<file path="config.mk">
export PLATFORM = sky130hd
export DESIGN_NAME = swmv_ctrl
export DESIGN_NICKNAME = d
export VERILOG_FILES = /design/src/rtl/swmv_pkg.sv /design/src/rtl/swmv_ctrl.sv
export SDC_FILE = /design/constraint.sdc
export NUM_CORES = 1
export LEC_CHECK = 0
export BUFFER_PORTS_ARGS = -buffer_cell sky130_fd_sc_hd__clkbuf_2
export CAP_MARGIN = 10
export CORE_AREA = 2 2 39 41
export CTS_CLUSTER_SIZE = 28
export DETAILED_ROUTE_END_ITERATION = 6
export DIE_AREA = 0 0 41 43
export GPL_ROUTABILITY_DRIVEN = 0
export HOLD_SLACK_MARGIN = 0.06
export PLACE_DENSITY = 0.71
export SLEW_MARGIN = 10
export SYNTH_ARGS = -nofsm -noshare
export SYNTH_HDL_FRONTEND = slang
export SYNTH_SLANG_ARGS = --single-unit
export TNS_END_PERCENT = 100
</file>
<file path="constraint.sdc">
create_clock -name clk -period 3.9 [get_ports clk]
set_clock_uncertainty 0.15 [all_clocks]
set_input_delay 0.585 -clock clk [delete_from_list [all_inputs] [get_ports clk]]
set_output_delay 0.585 -clock clk [all_outputs]
set_load 0.02 [all_outputs]
</file>
<file path="src/rtl/swmv_pkg.sv">
// package for the sliding window mean and variance block
// types, constants and command/status structs; no dependencies
`timescale 1ns / 1ps
`default_nettype none
package swmv_pkg;
  localparam int MAX_WINDOW = 256;
  localparam int POS_W = $clog2(MAX_WINDOW);
  localparam int LEN_W = 9;
  localparam logic [LEN_W-1:0] LEN_RESET = 9'd16;

  // controller states, one-hot
  typedef enum logic [6:0] {
    ST_IDLE  = 7'b0000001,
    ST_READ  = 7'b0000010,
    ST_MDIV  = 7'b0000100,
    ST_MUL   = 7'b0001000,
    ST_VDIV  = 7'b0010000,
    ST_SQ    = 7'b0100000,
    ST_OUT   = 7'b1000000
  } state_t;

  // commands from controller to datapath
  typedef struct packed {
    logic clear;      // clear window and statistics
    logic load;       // latch transaction, read ring
    logic prep_mean;  // set up mean divide
    logic div_step;   // one divider iteration
    logic fin_mean;   // finish mean, form span
    logic mul_step;   // one partial product of del*span
    logic prep_var;   // set up variance divide
    logic fin_var;    // finish variance
    logic sq_step;    // one partial product of error squares
    logic fin_err;    // finish error, commit
  } cmd_t;

  typedef struct packed {
    logic div_done;
    logic mul_done;
    logic sq_done;
  } status_t;
endpackage
`default_nettype wire

</file>
<file path="src/rtl/swmv_ctrl.sv">
// controller state machine sequencing the datapath
// depends on swmv_pkg
`timescale 1ns / 1ps
`default_nettype none
module swmv_ctrl (
  input  wire logic              clk,
  input  wire logic              rst,
  input  wire logic              in_valid,
  output logic                   in_ready,
  input  wire logic              action,
  output logic                   out_valid,
  input  wire logic              out_ready,
  output swmv_pkg::cmd_t         cmd,
  input  wire swmv_pkg::status_t status
);
  import swmv_pkg::*;
  state_t state, state_next;
  logic phase, phase_next;   // second pass of divider is variance

  assign in_ready = (state == ST_IDLE) && !out_valid;

  always_comb begin
    state_next = state;
    phase_next = phase;
    cmd = '0;
    unique case (state)
      ST_IDLE: if (in_valid && in_ready) begin
        if (action) begin cmd.clear = 1'b1; state_next = ST_OUT; end
        else begin cmd.load = 1'b1; state_next = ST_READ; end
      end
      ST_READ: begin cmd.prep_mean = 1'b1; phase_next = 1'b0; state_next = ST_MDIV; end
      ST_MDIV: begin
        cmd.div_step = 1'b1;
        if (status.div_done) state_next = phase ? ST_VDIV : ST_MUL;
      end
      ST_MUL: begin
        if (!phase) begin cmd.fin_mean = 1'b1; phase_next = 1'b1; end
        else begin
          cmd.mul_step = 1'b1;
          if (status.mul_done) begin state_next = ST_VDIV; phase_next = 1'b0; end
        end
      end
      ST_VDIV: begin
        if (!phase) begin cmd.prep_var = 1'b1; phase_next = 1'b1; state_next = ST_MDIV; end
        else begin cmd.fin_var = 1'b1; state_next = ST_SQ; end
      end
      ST_SQ: begin
        cmd.sq_step = 1'b1;
        if (status.sq_done) begin state_next = ST_OUT; phase_next = 1'b1; end
      end
      ST_OUT: begin
        if (phase) cmd.fin_err = 1'b1;
        phase_next = 1'b0;
        state_next = ST_IDLE;
      end
      default: state_next = ST_IDLE;
    endcase
  end

  always_ff @(posedge clk) begin
    if (rst) begin
      state <= ST_IDLE; phase <= 1'b0; out_valid <= 1'b0;
    end else begin
      state <= state_next; phase <= phase_next;
      if (state == ST_OUT) out_valid <= 1'b1;
      else if (out_ready) out_valid <= 1'b0;
    end
  end

  assert property (@(posedge clk) disable iff (rst) out_valid && !out_ready |=> out_valid)
    else $error("result dropped");
  assert property (@(posedge clk) disable iff (rst) state == ST_OUT |=> out_valid)
    else $error("result not raised");
  assert property (@(posedge clk) disable iff (rst) in_ready |-> state == ST_IDLE)
    else $error("ready outside idle");
endmodule
`default_nettype wire

</file>
After elaboration in Yosys (flattened, before gate mapping). Cells that the tools add are included.

Add/subtract/negate cells: 0. Order comparisons: 0. $mul: 0. Reduce and logical (&&, ||, !) cells: 8. Equal/unequal tests: 12. Divide/modulo/power cells: 0. Mux-type cells: 27. Shift-type cells: 0. Bitwise operators: 0.

Operators by type and width (count): $mux 7 (6); $pmux 7 s6 (1); $mux 1 (13); $mux 2 (4); $ne 2x2->1 const B (4); $eq 7x1->1 const B (1); $eq 7x2->1 const B (1); $eq 7x3->1 const B (1); $eq 7x4->1 const B (1); $eq 7x5->1 const B (1); $eq 7x6->1 const B (1); $eq 7x7->1 const B (1); $mux 6 (1); $mux 5 (1); $reduce_and 5->1 (1); $pmux 1 s4 (1); $reduce_bool 4->1 (1); $logic_and 1x1->1 (2); $ne 2x1->1 const B (1); $reduce_and 2->1 (1); $reduce_bool 2->1 (1); $reduce_or 2->1 (1); $logic_not 1->1 (1).

Bits in latches: 0. Output and inout port bits: 12. Bits in read-only memories: 0. Word-level logic and storage cells: 50. Input bits: 8. Memories: 0. Register bits after elaboration: 9. RAM bits: 0.

Logic depth before layout (Yosys ltp). Gate-level depths: netlist of run 1.

Depth in word-level cells: 5. Depth in mapped cells: 5.

Worst setup path after synthesis of run 1. No wires, ideal clock.

Path kind: reg2out. Start point: reg state[1]. End point: out cmd[8] (netlist name). Cell stages (with the launch flop): 5. Required time: 3165 ps. Arrival time: 1674 ps. Path slack: 1491 ps. Path buffers: 0. Cells stage by stage: dfxtp_1 or4b_4 nor3_2 nand2_1 nor2_1.

RTL lines: start, declared (RTL line swmv_ctrl.sv:17) `state_t state, state_next;`; start signal, assigned (RTL line swmv_ctrl.sv:64) `state <= state_next; phase <= phase_next;`; end, declared (RTL line swmv_ctrl.sv:13) `output swmv_pkg::cmd_t cmd,`.

==> results of run 1 <==
-- layer usage --
metal / part of all wire / global-route usage / vias up
met5: 0 / 0 / -
met4: 0.023 / 0.100 / 0
met3: 0.057 / 0.0314 / 5
met2: 0.46 / 0.266 / 28
met1: 0.46 / 0.243 / 280
li1: - / - / 319
-- layout make-up --
type                       count  area, um2  area share
inverter                       5       18.8      0.0262
tap                           16       20.0      0.0279
clock buffer                   3       22.5      0.0314
clock inverter                 1       5.00     0.00698
sequential                     9        180       0.251
multi-input combinational     60        375       0.524
timing repair buffer          19       95.1       0.133
-- kinds of logic after synthesis --
| logic type | count (synthesis) | share of synthesized area |
|---|---|---|
| DFF | 9 | 0.310 |
| buffers and inverters | 6 | 0.0452 |
| and+or+nand+nor | 43 | 0.447 |
| AOI/OAI and AO/OA | 16 | 0.183 |
| xor gates and xnor gates | 1 | 0.0151 |
-- worst min-delay path by stage --
stage,startpoint,end,slack [ns],depth (start not counted)
floorplan,state[6],state[6],0.32,1
CTS,action,state[1],0.36,2
detailed placement,out_valid,out_valid,0.37,2
global placement,out_valid,out_valid,0.35,2
finish,action,state[1],0.36,2
global route,action,state[1],0.38,2
-- cells in the final DEF (no fill, tap or decap), types with 2 or more instances in the layout --
cell / netlist / final
clkbuf_2: 0 / 19
a21oi_1: 5 / 5
o21ai_0: 3 / 3
dfxtp_1: 9 / 9
nor3_1: 2 / 2
nand2_1: 5 / 5
nand3_1: 6 / 6
o31a_1: 2 / 2
nand2b_1: 3 / 3
inv_1: 5 / 5
nor4_1: 2 / 2
and3_1: 3 / 3
nor2b_1: 2 / 2
nor4_2: 2 / 2
nor2_1: 9 / 9
clkbuf_4: 0 / 3
nor3_2: 2 / 2
-- power by group through the flow --
stage	combinational [mW]	clock, mW	sequential [mW]
2_1_floorplan	0.0379	0	0.102
3_3_place_gp	0.0527	0	0.102
3_5_place_dp	0.0534	0	0.103
4_1_cts	0.0537	0.0774	0.100
5_1_grt	0.0594	0.0822	0.101
6_report	0.0538	0.0769	0.101
-- per-stage QoR --
step | area [um2] | setup WS (ns) | cells | util
after CTS | 717 | 1.41 | 113 | 0.518
after floorplan | 582 | 1.49 | 75 | -
after global routing | 717 | 1.31 | 113 | 0.518
after global placement | 689 | 1.74 | 109 | 0.498
after detailed placement | 689 | 1.71 | 109 | 0.498
final | 717 | 1.40 | 113 | 0.518
-- flip-flops by register name, summed over array words and instances, names as in the netlist --
name	flops
out_valid	1
phase	1
state	7
==> metrics.txt, run 1 <==
status completed; H-tree Lvls 1; Core Region around 0.0014 mm2; Sw Pwr 0.0757 mW; Max clock buf depth 2; Post-Syn Area 582 um2; WP data required between 3 and 4 ns; Synth async-reset ratio 0; Tcrit/Tclk final 0.640; kind of critical path reg -> out; Max rail drop VDD about 0.15 mV; cts bufs inserted 3; EDFF count, synth 0; crit start category flip-flop; Critical Path Start state[5]; Critical Path, Cell by Cell or3_2 -> nor3_2 -> nand2_1 -> nor2_1 -> clkbuf_2; crit path buf inv count 1; Power Dens Cells approximately 320 mW/mm2; setup_tns 0 ns; clock power share 0.332; drt first pass iters 4; post-CTS setup buffer count 0; Post-Syn Instances 75; Resize count post-CTS 0; yosys warns 0; top cells by count, synth dfxtp_1 (9), nor2_1 (9), nand3_1 (6); Fill cells approximately 140; Skew-Pair Late Insertion Delay ~0.28 ns; relative slew slack 0.706; measured slew at the worst slew-check pin approximately 0.44 ns; RSZ-0062 raised after global routing no; Remaining DRCs 0; Total Routed Length approximately 1.5 mm; setup violators final 0; DRT antenna net count 0; P&R area growth vs syn 23.2%; sequential fraction of the synthesis area 0.310; crit path time final between 2 and 2.5 ns; pin count of the biggest net entering global routing 9; top cell type by total area after synthesis dfxtp_1; CTS root buffer clkbuf_4; GR Overflow Total 0; cts hold-fix bufs 0; FP Rows 14; Highest Clock Rate 0.401 GHz; final number of max-transition violations 0; syn nets 83; reg2reg path depth 4; Die Height ~43 um; Via Count approximately 630; top cells by area, synth dfxtp_1 (31%), nor2_1 (5.8%), nand3_1 (5.2%), a21oi_1 (4.3%), nor4_2 (4.3%); starting density of the core 0.420; clock sink count 9; CP delay by family, top simple AND/OR/NAND/NOR gates; vias in the first global route between 500 and 600; sequential share of power 0.435; share of cells above drive strength 1 0.340; r2r setup slk between 2 and 2.5 ns; Avg Cell Area, Syn around 7.8 um2; Comb power frac 0.232; Crit path largest cell delay around 0.54 ns; WP depth 5; initial antenna violation count 0; die width roughly 41 um; Hold WC Path Type in -> reg; fin nets approximately 110; CP Capture Point cmd[8]; Slowest cell on crit path or3_2; CTS tree yes; Leak Pwr 0.321 nW; routed len/inst between 10 and 15 um; Ports 20; first-pass GRT wire length ~2.2 mm; Power Total ~0.23 mW; RR Endpoint state[6]; Internal between 0.15 and 0.2 mW; DIE AREA between 0.0015 and 0.002 mm2; top_reg_cell synth dfxtp_1; Clk pin slew, worst setup/hold paths around 0.07 ns; critical path capture point type primary output; sw frac 0.327; share of the synthesized area in the top cell type 0.310; Initial DRC Count 17; vias per inst ~5.6; Crit Path Max Fanout 8; distinct cell type count after synthesis 30; Port Buffer Count 19; DP HPWL between 1 and 1.5 mm; CP Data Arrival Time about 1.8 ns; Final Hold Viols 0; GRT Resource Usage Total 0.182; Worst R2R Start state[1]; Max Cap Viol 0; FF+latch count, synth 9; n_diodes 0; final hold slack approximately 0.36 ns
Note: power is estimated with default switching activity, not from simulation.
==> run 2, diff against run 1 <==
--- a/config.mk
+++ b/config.mk
@@ -5,15 +5,16 @@
 export SDC_FILE = /design/constraint.sdc
 export NUM_CORES = 1
 export LEC_CHECK = 0
+export ABC_AREA = 1
 export BUFFER_PORTS_ARGS = -buffer_cell sky130_fd_sc_hd__clkbuf_2
 export CAP_MARGIN = 10
-export CORE_AREA = 2 2 39 41
+export CORE_MARGIN = 2
+export CORE_UTILIZATION = 44
 export CTS_CLUSTER_SIZE = 28
 export DETAILED_ROUTE_END_ITERATION = 6
-export DIE_AREA = 0 0 41 43
 export GPL_ROUTABILITY_DRIVEN = 0
 export HOLD_SLACK_MARGIN = 0.06
-export PLACE_DENSITY = 0.71
+export PLACE_DENSITY = 0.73
 export SLEW_MARGIN = 10
 export SYNTH_ARGS = -nofsm -noshare
 export SYNTH_HDL_FRONTEND = slang
==> constraint.sdc (replaced) <==
create_clock -name clk -period 2.1 [get_ports clk]
set_clock_uncertainty 0.15 [all_clocks]
set_input_delay 0.315 -clock clk [delete_from_list [all_inputs] [get_ports clk]]
set_output_delay 0.315 -clock clk [all_outputs]
set_load 0.02 [all_outputs]
==> run 2 against run 1 <==
  * Flip-flop and latch count is the same
  * Routed wire length is 3.6% higher
  * Synthesized cell count is 43% higher
  * Clock power is 79% higher
  * Via count rose by 19%
  * Worst hold slack got worse by 0.27 ns
  * Total power rose to 3.3 times the previous value
  * Final area increased by 14%
  * First-iteration DRC count is 35% lower
  * Count of clock-buffer cells in the layout rose by 1
  * Die area rose by 4.4%
  * Sequential share of layout area is 3.0 points lower
  * Highest routed layer unchanged
==> metrics.txt, run 2 <==
status completed; max reg flops 7; Core Region approximately 0.0015 mm2; simple logic cell fraction of the synthesized area 0.545; Remaining DRCs 0; vias per inst ~5.1; Avg Cell Area, Syn approximately 6.2 um2; share of the synthesized area in the top cell type 0.271; reg2reg path depth 6; Max clock buf depth 2; Max Cap Viol 0; setup violators final 0; CTS root buffer clkbuf_4; GR Overflow Total 0; DP HPWL ~1.3 mm; Tcrit/Tclk final 0.954; biggest regs state (7), out_valid (1), phase (1); yosys warns 0; clock sink count 9; multiplexer share of the synthesized area 0; Initial DRC Count 11; Ports 20; Hold WC Path Type in -> reg; critical path capture point type primary output; Leak Pwr just under 0.5 nW; Critical Path, Cell by Cell nor2_1 -> nand2_1 -> nor2_2 -> inv_2 -> nor2_2 -> nand2_2 -> nor2_1 -> buf_2; Fill cells 145; fin nets approximately 140; starting density of the core 0.458; syn nets around 120; worst hold path cell count 2; Crit Path Max Fanout 3; Highest Clock Rate roughly 0.5 GHz; EDFF count, synth 0; DIE AREA roughly 0.0018 mm2; Post-Synth Adder-Cell Area 0; RSZ-0062 raised after global routing no; initial antenna violation count 0; XOR/XNOR Fraction of Synth Area 0; H-tree Lvls 1; Reg with most FFs state; P&R area growth vs syn 22.9%; main combinational cell family by area after synthesis simple AND/OR/NAND/NOR gates; Die Height ~43 um; distinct cell type count after synthesis 20; setup_tns 0 ns; Skew-Pair Late Insertion Delay ~0.27 ns; pin count of the biggest net entering global routing 8; top cell type by total area after synthesis dfxtp_1; Clk pin slew, worst setup/hold paths about 0.07 ns; measured slew at the worst slew-check pin roughly 0.40 ns; DRT antenna net count 0; RR Endpoint state[3]; Synth async-reset ratio 0; Crit path largest cell delay between 0.3 and 0.4 ns; Via Count around 750; Synth Area in Compound Gates 0.0545; Post-Syn Instances approximately 110; commonest non-fill, non-tap cell in the layout nand2_1; Port Buffer Count 19; Worst R2R Start state[5]; Power Total slightly below 0.8 mW; die width roughly 43 um; FP Rows 14; drt first pass iters 4; n_diodes 0; CP delay by family, top simple AND/OR/NAND/NOR gates; GRT Resource Usage Total 0.183; most frequent cells in the layout nand2_1 (22), inv_1 (20), clkbuf_2 (17); final number of max-transition violations 0; crit start category flip-flop; WHS Endpoint state[1]; crit path time final between 2 and 2.5 ns; crit path buf inv count 2; share of cells above drive strength 1 0.346; sequential fraction of the synthesis area 0.271; post-CTS setup buffer count 0; routed len/inst roughly 10 um; Power Dens Cells 940 mW/mm2; relative slew slack 0.734; Worst Hold Launch action; WP data required 1.63 ns; Max rail drop VDD 0.597 mV; first-pass GRT wire length around 2.5 mm; CP Data Arrival Time roughly 1.5 ns; r2r setup slk roughly 0.65 ns; Final Hold Viols 0; cts bufs inserted 3; WP depth 8; FF+latch count, synth 9; Total Routed Length about 1.5 mm; top_reg_cell synth dfxtp_1; vias in the first global route 617; Slowest cell on crit path dfxtp_1; Post-Syn Area ~670 um2; most frequent cell after synthesis nand2_1; kind of critical path reg -> out; top cells by area, synth dfxtp_1 (27%), nand2_1 (13%), inv_1 (11%), nor2_1 (8.5%), nor2_4 (6.8%); CTS tree yes; top cells by count, synth nand2_1 (23), inv_1 (20), nor2_1 (15)
run 2: stage by stage:
| step | setup WS [ns] | cell area, um2 | hold slack (ns) | util | cells |
|---|---|---|---|---|---|
| 6_report | 0.0963 | 818 | 0.0923 | 0.563 | 146 |
| 3_5_place_dp | 0.356 | 781 | 0.358 | 0.537 | 142 |
| 3_3_place_gp | 0.421 | 781 | 0.351 | 0.537 | 142 |
| 2_1_floorplan | 0.262 | 666 | 0.234 | - | 107 |
| 5_1_grt | 0.000910 | 818 | 0.102 | 0.563 | 146 |
| 4_1_cts | 0.0397 | 807 | 0.0960 | 0.555 | 146 |
run 2: worst max path at each step:
| stage | start | to | slack (ns) |
|---|---|---|---|
| detailed placement | state[5] | cmd[8] | 0.36 |
| CTS | state[5] | cmd[8] | 0.04 |
| global route | state[3] | cmd[9] | 0.0009 |
| global placement | state[5] | cmd[9] | 0.42 |
| floorplan | state[5] | cmd[8] | 0.26 |
| finish | state[5] | cmd[9] | 0.1 |
run 2: power breakdown:
group,leakage [nW],internal (mW),switching [mW]
sequential,0.0736,0.201,0.0385
combinational,0.393,0.136,0.256
clock,0.0150,0.0734,0.0642
total,0.482,0.410,0.358
run 2: cells by family after synthesis:
group	count (synthesis)
compound gates	7
flops	9
simple gates	68
buf+inv	23
run 2: final cells by class:
type | count | area, um2 | area share
repair buffers | 19 | 97.6 | 0.119
multi-input cells | 75 | 407 | 0.497
flip-flops and latches | 9 | 181 | 0.222
inverters | 23 | 86.3 | 0.106
clock buffers | 4 | 26.3 | 0.0321
well taps | 16 | 20.0 | 0.0245
run 2: layer usage:
layer | vias to the layer above | track usage | wire length [um]
li1 | 377 | - | -
met5 | - | 0 | 0
met2 | 33 | 0.288 | 715
met1 | 328 | 0.233 | 626
met3 | 11 | 0.0383 | 112
met4 | 0 | 0.0938 | 59
run 2: repair_timing:
item | 4_1_cts | 5_1_grt
hold buffers | 0 | 0
resized for setup | 0 | 6
setup endpoints to repair | 0 | 2
